## src/line_sensor_pid_steering_assert.svh

```systemverilog
// Assertion macros used by the top RTL file of the line-sensor steering block.
`ifndef LINE_SENSOR_PID_STEERING_ASSERT_SVH
`define LINE_SENSOR_PID_STEERING_ASSERT_SVH

// Check that the consequent holds in the same cycle as the antecedent.
`define LSPS_ASSERT_SAME(label, clk, rst_n, ante, cons) \
    label: assert property (@(posedge clk) disable iff (!rst_n) (ante) |-> (cons)) \
        else $error("line_sensor_pid_steering: same-cycle check failed");

// Check that the consequent holds in the cycle after the antecedent.
`define LSPS_ASSERT_NEXT(label, clk, rst_n, ante, cons) \
    label: assert property (@(posedge clk) disable iff (!rst_n) (ante) |=> (cons)) \
        else $error("line_sensor_pid_steering: next-cycle check failed");

`endif

```

## src/lsps_pkg.sv

```systemverilog
package lsps_pkg;

    // Field widths
    localparam int SENSOR_COUNT = 8;
    localparam int BYTE_W       = 8;
    localparam int ERR_W        = 5;
    localparam int DIFF_W       = 6;
    localparam int SUM_W        = 18;
    localparam int GAIN_W       = 10;
    localparam int TURN_W       = 16;
    localparam int SPEED_W      = 17;
    localparam int COUNT_W      = 4;
    localparam int CFG_IDX_W    = 8;

    // Saturation limits
    localparam int SUM_LIMIT = 65535;
    localparam int TURN_MAX  = 32767;
    localparam int TURN_MIN  = -32768;
    localparam int SHARP_ERR = 15;

    // Register indexes
    localparam logic [CFG_IDX_W-1:0] REG_PROP_GAIN  = 8'd0;
    localparam logic [CFG_IDX_W-1:0] REG_INTEG_GAIN = 8'd1;
    localparam logic [CFG_IDX_W-1:0] REG_DERIV_GAIN = 8'd2;
    localparam logic [CFG_IDX_W-1:0] REG_BASE_SPEED = 8'd3;

    // Register reset values
    localparam logic [GAIN_W-1:0] PROP_GAIN_RST  = 10'd500;
    localparam logic [GAIN_W-1:0] INTEG_GAIN_RST = 10'd0;
    localparam logic [GAIN_W-1:0] DERIV_GAIN_RST = 10'd0;
    localparam logic [GAIN_W-1:0] BASE_SPEED_RST = 10'd300;

    typedef struct packed {
        logic [GAIN_W-1:0] prop_gain;
        logic [GAIN_W-1:0] integ_gain;
        logic [GAIN_W-1:0] deriv_gain;
        logic [GAIN_W-1:0] base_speed;
    } t_gains;

    typedef struct packed {
        logic signed [ERR_W-1:0] position_error;
        logic                    sharp_turn;
        logic [BYTE_W-1:0]       black_mask;
        logic [COUNT_W-1:0]      black_count;
    } t_decode;

    // Pattern list, first match wins; later repeats of a pattern never match
    // and are left out.
    function automatic logic signed [ERR_W-1:0] match_pattern(input logic [BYTE_W-1:0] b);
        logic signed [ERR_W-1:0] e;
        case (b)
            8'h07:   e = -5'sd15;
            8'hE0:   e = 5'sd15;
            8'h0F:   e = -5'sd14;
            8'hF0:   e = 5'sd14;
            8'h7F:   e = -5'sd13;
            8'hFE:   e = 5'sd13;
            8'h3F:   e = -5'sd12;
            8'hFC:   e = 5'sd12;
            8'h1F:   e = -5'sd11;
            8'hF8:   e = 5'sd11;
            8'h87:   e = -5'sd9;
            8'hE1:   e = 5'sd9;
            8'hC3:   e = -5'sd8;
            8'h8F:   e = -5'sd7;
            8'hF1:   e = 5'sd7;
            8'hDF:   e = -5'sd6;
            8'hFB:   e = 5'sd6;
            8'hBF:   e = -5'sd5;
            8'hFD:   e = 5'sd5;
            8'h9F:   e = -5'sd4;
            8'hF9:   e = 5'sd4;
            8'h83:   e = -5'sd1;
            8'hC1:   e = 5'sd1;
            default: e = 5'sd0;
        endcase
        return e;
    endfunction

endpackage

```

## src/line_sensor_pid_steering.sv

```systemverilog
// Line-sensor PID steering: each 8-bit sensor byte (bit 7 is sensor 1, 0 is
// black) is matched against a fixed pattern list to give a position error of
// -15..15, which drives an integer PID step (error sum clamped to +/-65535,
// turn clamped to 16 bits) and the left/right wheel commands base +/- turn.
// The block takes one item per clock when no stall holds it; the item passes
// through one input register, then the pattern lookup, sum update, three
// 10-bit gain multiplies and clamps in a single pass into the result
// register. A stall on the output backs up through both registers. Gain
// registers are written through the config port, which is always ready;
// write them only while no item is in flight.
`include "line_sensor_pid_steering_assert.svh"

module line_sensor_pid_steering (
    input  logic                                   i_clk,
    input  logic                                   i_rst_n,
    // Sensor items in
    input  logic                                   i_in_valid,
    output logic                                   o_in_stall,
    input  logic [lsps_pkg::BYTE_W-1:0]            i_sensor_byte,
    // Steering items out
    output logic                                   o_out_valid,
    input  logic                                   i_out_stall,
    output logic signed [lsps_pkg::ERR_W-1:0]      o_position_error,
    output logic signed [lsps_pkg::TURN_W-1:0]     o_turn_value,
    output logic signed [lsps_pkg::SPEED_W-1:0]    o_left_wheel,
    output logic signed [lsps_pkg::SPEED_W-1:0]    o_right_wheel,
    output logic                                   o_sharp_turn,
    output logic [lsps_pkg::BYTE_W-1:0]            o_black_mask,
    output logic [lsps_pkg::COUNT_W-1:0]           o_black_count,
    // Register writes
    input  logic                                   i_cfg_valid,
    output logic                                   o_cfg_ready,
    input  logic [lsps_pkg::CFG_IDX_W-1:0]         i_cfg_index,
    input  logic [lsps_pkg::GAIN_W-1:0]            i_cfg_data
);

    logic                                r_in_valid;
    logic [lsps_pkg::BYTE_W-1:0]         r_in_byte;
    logic                                r_out_valid;
    logic signed [lsps_pkg::ERR_W-1:0]   r_position_error;
    logic signed [lsps_pkg::TURN_W-1:0]  r_turn_value;
    logic signed [lsps_pkg::SPEED_W-1:0] r_left_wheel;
    logic signed [lsps_pkg::SPEED_W-1:0] r_right_wheel;
    logic                                r_sharp_turn;
    logic [lsps_pkg::BYTE_W-1:0]         r_black_mask;
    logic [lsps_pkg::COUNT_W-1:0]        r_black_count;
    lsps_pkg::t_gains                    r_gains;

    logic                                advance;
    lsps_pkg::t_decode                   decode;
    logic signed [lsps_pkg::TURN_W-1:0]  turn;
    logic signed [lsps_pkg::SPEED_W-1:0] left_wheel;
    logic signed [lsps_pkg::SPEED_W-1:0] right_wheel;

    // Move the held item forward when the result register is free or drains
    assign advance    = r_in_valid && (!r_out_valid || !i_out_stall);
    assign o_in_stall = r_in_valid && !advance;
    assign o_cfg_ready = 1'b1;

    // Capture sensor items
    always_ff @(posedge i_clk) begin
        if (!i_rst_n) begin
            r_in_valid <= 1'b0;
        end else if (!o_in_stall) begin
            r_in_valid <= i_in_valid;
        end
        if (!o_in_stall && i_in_valid) begin
            r_in_byte <= i_sensor_byte;
        end
    end

    // Write gain and speed registers
    always_ff @(posedge i_clk) begin
        if (!i_rst_n) begin
            r_gains.prop_gain  <= lsps_pkg::PROP_GAIN_RST;
            r_gains.integ_gain <= lsps_pkg::INTEG_GAIN_RST;
            r_gains.deriv_gain <= lsps_pkg::DERIV_GAIN_RST;
            r_gains.base_speed <= lsps_pkg::BASE_SPEED_RST;
        end else if (i_cfg_valid && o_cfg_ready) begin
            case (i_cfg_index)
                lsps_pkg::REG_PROP_GAIN:  r_gains.prop_gain  <= i_cfg_data;
                lsps_pkg::REG_INTEG_GAIN: r_gains.integ_gain <= i_cfg_data;
                lsps_pkg::REG_DERIV_GAIN: r_gains.deriv_gain <= i_cfg_data;
                lsps_pkg::REG_BASE_SPEED: r_gains.base_speed <= i_cfg_data;
                default: ;
            endcase
        end
    end

    lsps_decode u_decode (
        .i_sensor_byte (r_in_byte),
        .o_decode      (decode)
    );

    lsps_pid u_pid (
        .i_clk     (i_clk),
        .i_rst_n   (i_rst_n),
        .i_advance (advance),
        .i_err     (decode.position_error),
        .i_gains   (r_gains),
        .o_turn    (turn),
        .o_left    (left_wheel),
        .o_right   (right_wheel)
    );

    // Load results; drop valid once the item is taken
    always_ff @(posedge i_clk) begin
        if (!i_rst_n) begin
            r_out_valid <= 1'b0;
        end else if (advance) begin
            r_out_valid <= 1'b1;
        end else if (!i_out_stall) begin
            r_out_valid <= 1'b0;
        end
        if (advance) begin
            r_position_error <= decode.position_error;
            r_turn_value     <= turn;
            r_left_wheel     <= left_wheel;
            r_right_wheel    <= right_wheel;
            r_sharp_turn     <= decode.sharp_turn;
            r_black_mask     <= decode.black_mask;
            r_black_count    <= decode.black_count;
        end
    end

    assign o_out_valid      = r_out_valid;
    assign o_position_error = r_position_error;
    assign o_turn_value     = r_turn_value;
    assign o_left_wheel     = r_left_wheel;
    assign o_right_wheel    = r_right_wheel;
    assign o_sharp_turn     = r_sharp_turn;
    assign o_black_mask     = r_black_mask;
    assign o_black_count    = r_black_count;

    `LSPS_ASSERT_NEXT(a_accept_lands, i_clk, i_rst_n, i_in_valid && !o_in_stall, r_in_valid)
    `LSPS_ASSERT_SAME(a_sharp_is_edge, i_clk, i_rst_n, o_out_valid && o_sharp_turn,
        (o_position_error == 5'sd15) || (o_position_error == -5'sd15))
    `LSPS_ASSERT_SAME(a_wheel_spread, i_clk, i_rst_n, o_out_valid,
        (18'(o_left_wheel) - 18'(o_right_wheel)) == (18'(o_turn_value) <<< 1))
    `LSPS_ASSERT_SAME(a_count_mask, i_clk, i_rst_n, o_out_valid,
        $countones(o_black_mask) == int'(o_black_count))

endmodule

```

## src/lsps_decode.sv

```systemverilog
module lsps_decode (
    input  logic [lsps_pkg::BYTE_W-1:0] i_sensor_byte,
    output lsps_pkg::t_decode           o_decode
);

    localparam int CW = lsps_pkg::COUNT_W;

    logic signed [lsps_pkg::ERR_W-1:0] err;
    logic [lsps_pkg::BYTE_W-1:0]       mask;
    logic [CW-1:0]                     count;

    // Look up the position error
    assign err = lsps_pkg::match_pattern(i_sensor_byte);

    // Invert and reverse the byte so bit i is sensor i+1, then count blacks
    always_comb begin
        mask  = '0;
        count = '0;
        for (int i = 0; i < lsps_pkg::SENSOR_COUNT; i++) begin
            mask[i] = ~i_sensor_byte[lsps_pkg::SENSOR_COUNT-1-i];
            count   = count + CW'(mask[i]);
        end
    end

    // Pack the decode result
    always_comb begin
        o_decode.position_error = err;
        o_decode.sharp_turn     = (err == 5'(lsps_pkg::SHARP_ERR))
                               || (err == 5'(-lsps_pkg::SHARP_ERR));
        o_decode.black_mask     = mask;
        o_decode.black_count    = count;
    end

endmodule

```

## src/lsps_pid.sv

```systemverilog
module lsps_pid (
    input  logic                                  i_clk,
    input  logic                                  i_rst_n,
    input  logic                                  i_advance,
    input  logic signed [lsps_pkg::ERR_W-1:0]     i_err,
    input  lsps_pkg::t_gains                      i_gains,
    output logic signed [lsps_pkg::TURN_W-1:0]    o_turn,
    output logic signed [lsps_pkg::SPEED_W-1:0]   o_left,
    output logic signed [lsps_pkg::SPEED_W-1:0]   o_right
);

    localparam int SW  = lsps_pkg::SUM_W;
    localparam int DW  = lsps_pkg::DIFF_W;
    localparam int GW  = lsps_pkg::GAIN_W;
    localparam int TW  = lsps_pkg::TURN_W;
    localparam int VW  = lsps_pkg::SPEED_W;
    localparam int ACW = GW + 1 + SW + 1;

    logic signed [SW-1:0]                 r_sum, n_sum;
    logic signed [lsps_pkg::ERR_W-1:0]    r_prev;
    logic signed [SW:0]                   sum_wide;
    logic signed [DW-1:0]                 diff;
    logic signed [GW:0]                   prop_s, integ_s, deriv_s;
    logic signed [ACW-1:0]                p_term, i_term, d_term, acc;
    logic signed [GW:0]                   base_s;

    // Add the new error to the running sum and clamp it
    always_comb begin
        sum_wide = (SW+1)'(r_sum) + (SW+1)'(i_err);
        if (sum_wide > (SW+1)'(lsps_pkg::SUM_LIMIT)) begin
            n_sum = SW'(lsps_pkg::SUM_LIMIT);
        end else if (sum_wide < (SW+1)'(-lsps_pkg::SUM_LIMIT)) begin
            n_sum = SW'(-lsps_pkg::SUM_LIMIT);
        end else begin
            n_sum = SW'(sum_wide);
        end
    end

    // Form the three gain products and their sum
    always_comb begin
        prop_s  = $signed({1'b0, i_gains.prop_gain});
        integ_s = $signed({1'b0, i_gains.integ_gain});
        deriv_s = $signed({1'b0, i_gains.deriv_gain});
        diff    = DW'(i_err) - DW'(r_prev);
        p_term  = ACW'(prop_s) * ACW'(i_err);
        i_term  = ACW'(integ_s) * ACW'(n_sum);
        d_term  = ACW'(deriv_s) * ACW'(diff);
        acc     = p_term + i_term + d_term;
    end

    // Clamp the turn and steer the wheels around the base speed
    always_comb begin
        if (acc > ACW'(lsps_pkg::TURN_MAX)) begin
            o_turn = TW'(lsps_pkg::TURN_MAX);
        end else if (acc < ACW'(lsps_pkg::TURN_MIN)) begin
            o_turn = TW'(lsps_pkg::TURN_MIN);
        end else begin
            o_turn = TW'(acc);
        end
        base_s  = $signed({1'b0, i_gains.base_speed});
        o_left  = VW'(base_s) + VW'(o_turn);
        o_right = VW'(base_s) - VW'(o_turn);
    end

    // Advance the PID state once per item
    always_ff @(posedge i_clk) begin
        if (!i_rst_n) begin
            r_sum  <= '0;
            r_prev <= '0;
        end else if (i_advance) begin
            r_sum  <= n_sum;
            r_prev <= i_err;
        end
    end

endmodule
```

## config.mk

```make
export PLATFORM = sky130hd
export DESIGN_NAME = line_sensor_pid_steering
export DESIGN_NICKNAME = d
export VERILOG_FILES = /design/src/lsps_pkg.sv /design/src/line_sensor_pid_steering.sv /design/src/lsps_decode.sv /design/src/lsps_pid.sv
export VERILOG_INCLUDE_DIRS = /design/src /design/src/src
export SDC_FILE = /design/constraint.sdc
export NUM_CORES = 1
export LEC_CHECK = 0
export BUFFER_PORTS_ARGS = -buffer_cell sky130_fd_sc_hd__clkbuf_2
export CAP_MARGIN = 20
export CORE_UTILIZATION = 41
export DETAILED_ROUTE_END_ITERATION = 10
export PLACE_DENSITY = 0.66
export SLEW_MARGIN = 30
export SYNTH_ARGS = -nofsm -noshare
export SYNTH_HDL_FRONTEND = slang
export SYNTH_SLANG_ARGS = --single-unit
```

## constraint.sdc

```tcl
create_clock -name i_clk -period 20.5 [get_ports i_clk]
set_input_delay 1.025 -clock i_clk [delete_from_list [all_inputs] [get_ports i_clk]]
set_output_delay 1.025 -clock i_clk [all_outputs]
set_load 0.01 [all_outputs]
```

## After elaboration in Yosys (flattened, before gate mapping)

Index checks and enable logic that the tools add are counted.

| storage, ports and cells | value |
|---|---|
| memories | 0 |
| bits in writable memories | 0 |
| memory bits (read-only) | 0 |
| bits of input ports | 31 |
| word-level logic and storage cells | 94 |
| output and inout bits | 71 |
| register bits | 141 |
| bits in latches | 0 |

| operators by class | value |
|---|---|
| reduce and logical (&&, ||, !) cells | 14 |
| multiply operators | 3 |
| eq/ne operators | 29 |
| shift operators | 0 |
| add/subtract/negate cells | 13 |
| muxes and demuxes | 7 |
| div/mod/pow operators | 0 |
| bitwise gates (word level) | 8 |
| $lt $le $gt $ge | 4 |

Operators by type and width:

| operator | count |
|---|---|
| $eq A8 B8 Y1 const B | 18 |
| $pmux W5 S23 | 1 |
| $add A30 B30 Y30 | 2 |
| $mux W18 | 2 |
| $mux W16 | 2 |
| $gt A30 B16 Y1 const B | 1 |
| $lt A30 B16 Y1 const B | 1 |
| $mul A11 B18 Y29 | 1 |
| $add A4 B1 Y4 | 6 |
| $add A18 B5 Y19 | 1 |
| $gt A19 B17 Y1 const B | 1 |
| $lt A19 B17 Y1 const B | 1 |
| $add A11 B16 Y17 | 1 |
| $mul A11 B6 Y17 | 1 |
| $sub A11 B16 Y17 | 1 |
| $eq A8 B2 Y1 const B | 2 |
| $mul A11 B5 Y16 | 1 |
| $eq A5 B5 Y1 const B | 2 |
| $eq A8 B1 Y1 const B | 1 |
| $eq A8 B3 Y1 const B | 1 |
| $eq A8 B4 Y1 const B | 1 |
| $eq A8 B5 Y1 const B | 1 |
| $eq A8 B6 Y1 const B | 1 |
| $eq A8 B7 Y1 const B | 1 |
| 10 further kinds | 27 |

## Longest topological paths before layout

Gate-level depths: netlist of run 1.

| depth | value |
|---|---|
| word-level depth | 13 |
| depth in mapped cells | 75 |
| gate-level depth less buffers | 72 |

## Hierarchy

From an unflattened synthesis of run 1, not the netlist that was laid out.

| second synthesis, totals | value |
|---|---|
| cells, all modules | 2309 |
| area total of the unflattened synthesis | 20853.8 um2 |

Modules (own cells, without submodules):

| module | cells an instance | seq. area each (um2) | instances | area an instance (um2) |
|---|---|---|---|---|
| lsps_pid | 1974 | 460.4 | 1 | 16184.3 |
| line_sensor_pid_steering | 240 | 3123.0 | 1 | 3958.8 |
| lsps_decode | 95 | 0.0 | 1 | 710.7 |

## Least setup slack after synthesis of run 1

Ideal clock, no wire load.

| timing | value |
|---|---|
| path kind | register to register |
| start | register r_in_byte[6] (netlist bit) |
| end | register r_right_wheel, in the netlist o_right_wheel[14] (data pin) |
| buffers on the path | 4 |
| arrival time | 14133 ps |
| clock period less this slack | 14403 ps |
| cell stages (with the launch flop) | 69 |
| setup slack | 6097 ps |
| library setup time | 270 ps |
| data required time | 20230 ps |
| cell sequence | edfxtp_1 -> ha_1 -> and3_1 -> and3_1 -> nand3_1 -> o31ai_1 -> nor4_1 -> clkbuf_1 -> inv_1 -> ha_1 -> inv_1 -> fa_1 -> nor2b_1 -> o31a_1 -> o21ai_1 -> nand2_1 -> xor2_1 -> or4b_1 -> [... 33 more ...] -> o21ai_1 -> buf_2 -> inv_1 -> a21oi_1 -> ha_1 -> inv_1 -> fa_1 -> nand2b_1 -> a21oi_1 -> o21bai_1 -> a21oi_1 -> nor4_1 -> a221oi_1 -> a221o_1 -> nand3_1 -> o21ai_0 -> nand2_1 -> a21oi_1 |

RTL lines:

| item | RTL line | text |
|---|---|---|
| start: declaration | line_sensor_pid_steering.sv:38 | `logic [lsps_pkg::BYTE_W-1:0] r_in_byte;` |
| start signal: assignment | line_sensor_pid_steering.sv:68 | `r_in_byte <= i_sensor_byte;` |
| end signal: assignment | line_sensor_pid_steering.sv:119 | `r_right_wheel <= right_wheel;` |
| end: declaration | line_sensor_pid_steering.sv:43 | `logic signed [lsps_pkg::SPEED_W-1:0] r_right_wheel;` |

==> results.yml, run 1 <==
detailed_routing:
  drt_pass1_iterations: 5
  drt-total-wl_um: 47300
  vias: 15300
  post_drt_via_cell_ratio: 5.27
  drc: 0
  ant_nets: 0
  wl_per_cell_um: 16.3
  drt_iter0_markers: 1030
cells_and_area:
  drive_gt1_share_pct: 8.41
  syn_to_final_growth_pct: 8.28
  postLayoutCellArea_um2: 21800
  nNetsFinal: 2774
  diodes: 0
pwr:
  vdd_drop_max_v: 0.0000607
  total_power_uw: 1190
  power_density_nw_per_um2: 54.5
  power_leakage_uw: 0.0108
timing:
  max_slew_margin_pct: 34.5
  max_freq_ghz: 0.0603
  final_hold_viol_count: 0
  period_share_pct: 80.9
  timing.hold.ws_ns: 0.494
  layout_min_cycle_time_ns: 16.58
  skew_ns: 0.0137
  worst_slew_pin_slew_ns: 0.983
  finalSetupViolCount: 0
  slew_viol_final: 0
  final.setup.tns_ns: 0
  rsz0062_at_grt: "false"
clocking:
  clock_path_buffers: 2
  cts_root_buf: "clkbuf_16"
  clkTransAtPathRegs_ns: 0.06
  cts_made_buffers: 17
  cts_sinks: 140
  tritoncts: "done"
  postCtsHoldBufs: 0
  clock_latency_ns: 0.45
  cts_setup_buffers: 0
  h-tree-depth: 4
  ctsResizeCount: 0
global_routing:
  grtUsageMet1_pct: 25.1
  use_met3_pct: 1.95
  grt_pass1_wl_um: 80400
  grt_max_degree: 77
  track_usage_pct: 20.1
  grt_pass1_vias: 16000
  antenna_found_initial: 0
  grt.overflow.total: 0
  met2_usage_pct: 36.0
  top_usage_layer: "met2"
logic_synthesis:
  synthesis.area_um2: 20100
  synth.yosys.seq_area_share_pct: 17.7
  ys_types: 79
  syn_inst: 2209
  yosys_warnings: 0
  ys.flop_type: "edfxtp_1"
  synthArstFlopShare_pct: 0
  syn_nets: 2714
  ys_ff_latch: 140
  avgSynthCellArea_um2: 9.10
  synth_edf_count: 75
setup_path:
  start_kind: "flip-flop"
  crit_top_cell: "fa_1"
  required_ns: 20.67
  arrival_ns: 16.75
  rrSetupSlack_ns: 3.92
  cp_max_fo: 20
  critPathMaxStageDelay_ns: 0.62
  critPathKind: "reg2reg"
  crit_path_end_kind: "flip-flop"
  slowest_stage: "nor4_1"
placement:
  post_dp_cell_area_um2: 21200
  routabilityCongestion: 0.929
  portBuffers: 100
  dp_hpwl_um: 38500
floorplanning:
  start_util_pct: 41.8
  die_w_um: 223
  die_h_um: 223
  io_pins: 102
  dieArea_um2: 49900
  row_count: 80
  fp.coreArea_um2: 48000
run:
  maxCapViolations: 0
min_path:
  min_path_type: "reg2reg"
run_status:
  status: "finished clean"
## power by group
| part | switching (µW) | total (µW) | internal (µW) |
|---|---|---|---|
| registers | 10.8 | 352 | 341 |
| logic | 322 | 513 | 191 |
| clock network | 129 | 320 | 191 |
| total | 462 | 1190 | 724 |
## path summary, 6_finish.rpt
kind,start,to,cells past startpoint
worst max-delay path,r_in_byte[4],o_right_wheel[14],62
worst min-delay path,u_pid.r_sum[17],u_pid.r_sum[17],2
worst max register to register,r_in_byte[4],o_right_wheel[14],62
worst min register to register,u_pid.r_sum[17],u_pid.r_sum[17],2
## critical path, delay by kind of cell (launching register included)
kind	cells	cell delay, ns
AO/OA/AOI/OAI	26	5.76
adder cells (fa/ha/maj)	11	4.85
AND/OR/NAND/NOR	16	3.58
buffers and inverters	8	1.37
flip-flops	1	0.56
XOR/XNOR	1	0.17
## sequential cells by signal, indices dropped and copies added, names as in the netlist
register          flops
r_in_byte             8
o_black_count         4
o_sharp_turn          1
u_pid.r_prev          5
r_in_valid            1
o_turn_value         16
r_gains              40
o_right_wheel        16
u_pid.r_sum          18
o_position_error      5
o_black_mask          8
o_left_wheel         17
o_out_valid           1
## through the flow
stage          std cells  setup slack (ns)  utilization [%]
6_report            2897              3.92             45.3
5_1_grt             2897              2.45             45.3
4_1_cts             2897              3.97             45.3
3_5_place_dp        2865              4.06             44.0
3_3_place_gp        2865              4.62             44.0
2_1_floorplan       2209              6.10                -
## cells in the mapped netlist, types with 9 or more instances
master | number | share of area [%]
xnor2_1 | 75 | 3.3
and3_1 | 14 | 0.44
a21oi_1 | 107 | 2.7
xor2_1 | 37 | 1.6
o21bai_1 | 19 | 0.71
nand3_1 | 30 | 0.75
ha_1 | 217 | 14
a31oi_1 | 14 | 0.44
o21ai_0 | 68 | 1.7
dfxtp_1 | 65 | 6.5
or2_2 | 22 | 0.68
o21a_1 | 23 | 0.86
nor2b_1 | 68 | 2.1
a21o_1 | 33 | 1.2
nor3_1 | 27 | 0.67
mux2i_1 | 25 | 1.2
nand2_1 | 237 | 4.4
nor2_1 | 82 | 1.5
buf_2 | 11 | 0.27
nor4_1 | 15 | 0.47
and2_1 | 91 | 2.8
edfxtp_1 | 75 | 11
inv_1 | 351 | 6.6
a21boi_0 | 19 | 0.71
fa_1 | 257 | 26
nand2b_1 | 36 | 1.1
clkbuf_1 | 49 | 0.91
or3_1 | 9 | 0.28
## placed cells by master, fill, tap and decap left out, types with 7 or more instances in the layout
| cell type | instances |
|---|---|
| nor4_1 | 14 |
| xor2_1 | 36 |
| dfxtp_1 | 65 |
| a31oi_1 | 14 |
| o211a_1 | 7 |
| nor2_1 | 82 |
| xnor2_1 | 74 |
| and3_1 | 14 |
| ha_1 | 217 |
| nand3_1 | 30 |
| buf_4 | 10 |
| inv_1 | 350 |
| o21ai_0 | 68 |
| edfxtp_1 | 75 |
| or3_1 | 9 |
| a21boi_0 | 19 |
| and2_1 | 91 |
| nand2b_1 | 36 |
| clkbuf_16 | 17 |
| fa_1 | 257 |
| o21ba_1 | 7 |
| o21a_1 | 23 |
| nand4_1 | 8 |
| a21oi_1 | 105 |
| mux2i_1 | 25 |
| nor3_1 | 27 |
| o31ai_1 | 7 |
| or2_2 | 22 |
| clkbuf_2 | 100 |
| a21o_1 | 33 |
| nor2b_1 | 68 |
| o21bai_1 | 19 |
| nand2_1 | 237 |
| nor3b_1 | 7 |
| o21ai_2 | 7 |
| o211ai_1 | 8 |
## layout make-up
type                            instances  area, µm²
Clock buffer                           18        429
Clock inverter                         14        168
Fill cell                            4571      26300
Inverter                              351       1320
Multi-Input combinational cell       1648      14900
Sequential cell                       140       3550
Tap cell                              615        769
Timing Repair Buffer                  111        587
## metal layers
metal  up-vias  routed length (µm)
met5         -                   0
met4         0                1160
met1      7572               20500
met3        66                1570
li1       7319                   -
met2       320               24000
## cell families (layout without fill, tap and decap cells)
logic type,after synthesis,in the layout,synth area share (%)
XOR/XNOR,113,113,4.96
multiplexers,25,25,1.24
other,1,1,0.0187
buffers and inverters,421,494,8.16
flip-flops,140,140,17.7
AO/OA/AOI/OAI,372,372,12.3
AND/OR/NAND/NOR,663,663,16.6
adder cells (fa/ha/maj),474,474,39.1
(Power assumes the default switching activity.)
==> run 2, diff against run 1 <==
Settings changed: ABC_AREA set to 1.
Clock period 20.5 ns to 17.2 ns, I/O delays scaled along.
==> run 2 against run 1 <==
Routed wire length grew 7.4%. Die area up 2.1%. Area after synthesis is 2.1% higher. Core utilization up 0.37 points. Critical path type unchanged. Largest cell class unchanged. Sequential share of layout area fell by 0.50 points. Highest routed layer unchanged. Largest power group unchanged. Total power increased by 32%. Clock power up 33%. Sequential power up 22%. Combinational power up 38%. Cell count is 17% higher.
==> results.yml, run 2 <==
cells_and_area:
  layout.cells.most_common: "inv_1"
  drive_gt1_share_pct: 8.07
  syn_to_final_growth_pct: 9.40
  layout_common_cells: "inv_1, nand2_1, nor2_1"
  largest_reg_flops: 40
  diodes: 0
  nNetsFinal: 3229
  top_register: "r_gains"
  fillers: 4857
pwr:
  power.switching_uw: 636
  clkPwrFrac_pct: 27.2
  power_density_nw_per_um2: 69.6
  vdd_drop_max_v: 0.0000545
  power_leakage_uw: 0.0121
  combPwrFrac_pct: 45.4
  seqPwrFrac_pct: 27.3
  switching_share_pct: 40.7
  power.internal_uw: 928
  total_power_uw: 1560
run_status:
  status: "finished clean"
global_routing:
  track_usage_pct: 21.6
  grt.overflow.total: 0
  grtUsageMet1_pct: 27.9
  grt_pass1_wl_um: 87300
  antenna_found_initial: 1
  grt_pass1_vias: 17600
  met2_usage_pct: 36.3
  use_met3_pct: 3.24
  grt_max_degree: 58
  top_usage_layer: "met2"
logic_synthesis:
  synthArstFlopShare_pct: 0
  synth.most_common_cell: "inv_1"
  ys_types: 55
  syn_nets: 3139
  yosys.area_share.adder_pct: 38.3
  synth.yosys.seq_area_share_pct: 17.3
  yosysTopAreaCellShare_pct: 25.1
  yosysTopAreaCell: "fa_1"
  avgSynthCellArea_um2: 7.79
  yosys_warnings: 0
  synth-xor-area-share_pct: 4.44
  synth_edf_count: 75
  ys.flop_type: "edfxtp_1"
  yosys-top-cells-count: "inv_1, nand2_1, nor2_1"
  synthMuxAreaShare_pct: 0
  syn_inst: 2634
  synth_compound_area_share_pct: 7.40
  synth_area_leaders: "fa_1, ha_1, edfxtp_1, inv_1, nand2_1"
  synthesis.area_um2: 20500
  synth-simple-area-share_pct: 20.6
  synth_top_family_by_area: "adder cells"
  ys_ff_latch: 140
clocking:
  cts_made_buffers: 17
  cts_sinks: 140
  ctsResizeCount: 0
  tritoncts: "done"
  clock_latency_ns: 0.46
  cts_root_buf: "clkbuf_16"
  clock_path_buffers: 2
  h-tree-depth: 4
  cts_setup_buffers: 0
  clkTransAtPathRegs_ns: 0.06
  postCtsHoldBufs: 0
detailed_routing:
  ant_nets: 0
  wl_per_cell_um: 14.9
  post_drt_via_cell_ratio: 4.92
  drt-total-wl_um: 50800
  drt_pass1_iterations: 8
  drc: 0
  drt_iter0_markers: 1096
  vias: 16700
timing:
  max_slew_margin_pct: 38.5
  final_hold_viol_count: 0
  finalSetupViolCount: 0
  rsz0062_at_grt: "false"
  max_freq_ghz: 0.0643
  timing.hold.ws_ns: 0.472
  skew_ns: 0.0159
  layout_min_cycle_time_ns: 15.55
  period_share_pct: 90.4
  slew_viol_final: 0
  setup_ws_ns: 1.65
  final.setup.tns_ns: 0
  worst_slew_pin_slew_ns: 0.923
floorplanning:
  die_h_um: 226
  fp.coreArea_um2: 49200
  start_util_pct: 41.8
  io_pins: 102
  row_count: 81
  die_w_um: 226
  dieArea_um2: 51000
setup_path:
  cp_top_family: "simple AND/OR/NAND/NOR gates"
  critPathLaunch: "r_in_byte[6]"
  critPathMaxStageDelay_ns: 0.59
  required_ns: 17.41
  critPathKind: "reg2reg"
  slowest_stage: "o21ai_0"
  arrival_ns: 15.76
  start_kind: "flip-flop"
  crit_path_end_kind: "flip-flop"
  reg2reg_from: "r_in_byte[6]"
  worstPathBufferInverterCount: 15
  cp_max_fo: 18
min_path:
  hp-start: "u_pid.r_sum[16]"
  min_path_type: "reg2reg"
run:
  maxCapViolations: 0
placement:
  pre_cts_ws_ns: 1.78
  dp_hpwl_um: 42800
  portBuffers: 100
  routabilityCongestion: 0.945
-- run 2: cell count changes after synthesis, sizes merged, moves of 60 or more --
cell   before  now
and2       91    4
inv       351  606
nand2     237  563
nand3      30   90
nor2       82  268
nor2b      68    0
-- run 2: cell type report --
cell class	instances	area, µm²	share of cell area (%)
inverter	609	2290	10.2
clock buffer	20	447	1.99
clock inverter	12	219	0.975
sequential	140	3550	15.8
tap	664	831	3.70
timing repair buffer	111	583	2.60
multi-input combinational	1845	14500	64.7
-- run 2: metrics by stage --
stage / utilization (%) / cells / area, µm²
2_1_floorplan: - / 2634 / 20500
3_3_place_gp: 44.3 / 3369 / 21800
3_5_place_dp: 44.3 / 3369 / 21800
4_1_cts: 45.7 / 3401 / 22500
5_1_grt: 45.7 / 3401 / 22500
6_report: 45.7 / 3401 / 22500
-- run 2: worst register-to-register path: cells and delay by family (launching register included) --
family                   cells  cell delay (ns)
AO/OA/AOI/OAI               15             3.01
adder cells (fa/ha/maj)     11             4.94
buffers and inverters       15             1.68
XOR/XNOR                     1             0.21
flip-flops                   1             0.39
AND/OR/NAND/NOR             34             5.09
-- run 2: final timing paths --
kind / to / slack, ns / depth (start not counted)
worst max-delay path: o_left_wheel[13] / 1.65 / 76
worst min-delay path: u_pid.r_sum[16] / 0.47 / 2
worst max register to register: o_left_wheel[13] / 1.65 / 76
worst min register to register: u_pid.r_sum[16] / 0.47 / 2
-- run 2: kinds of logic (layout without fill, tap and decap cells) --
group,after synthesis,in the layout
DFF,140,140
buffers and inverters,649,752
xor gates and xnor gates,102,102
adders and majority gates,474,474
AOI/OAI and AO/OA,272,272
and+or+nand+nor,996,996
other,1,1
-- run 2: power by group through the flow --
stage	Clock (µW)	Sequential (µW)	Combinational, µW
after floorplan	0	448	507
after global placement	0	434	700
after detailed placement	0	435	710
after global routing	449	430	809
final	426	428	710
after CTS	435	428	717
-- run 2: layer usage --
layer | vias to the layer above | wire [µm]
li1 | 8255 | -
met1 | 8023 | 22900
met2 | 388 | 24000
met3 | 83 | 2310
met4 | 0 | 1600
met5 | - | 0
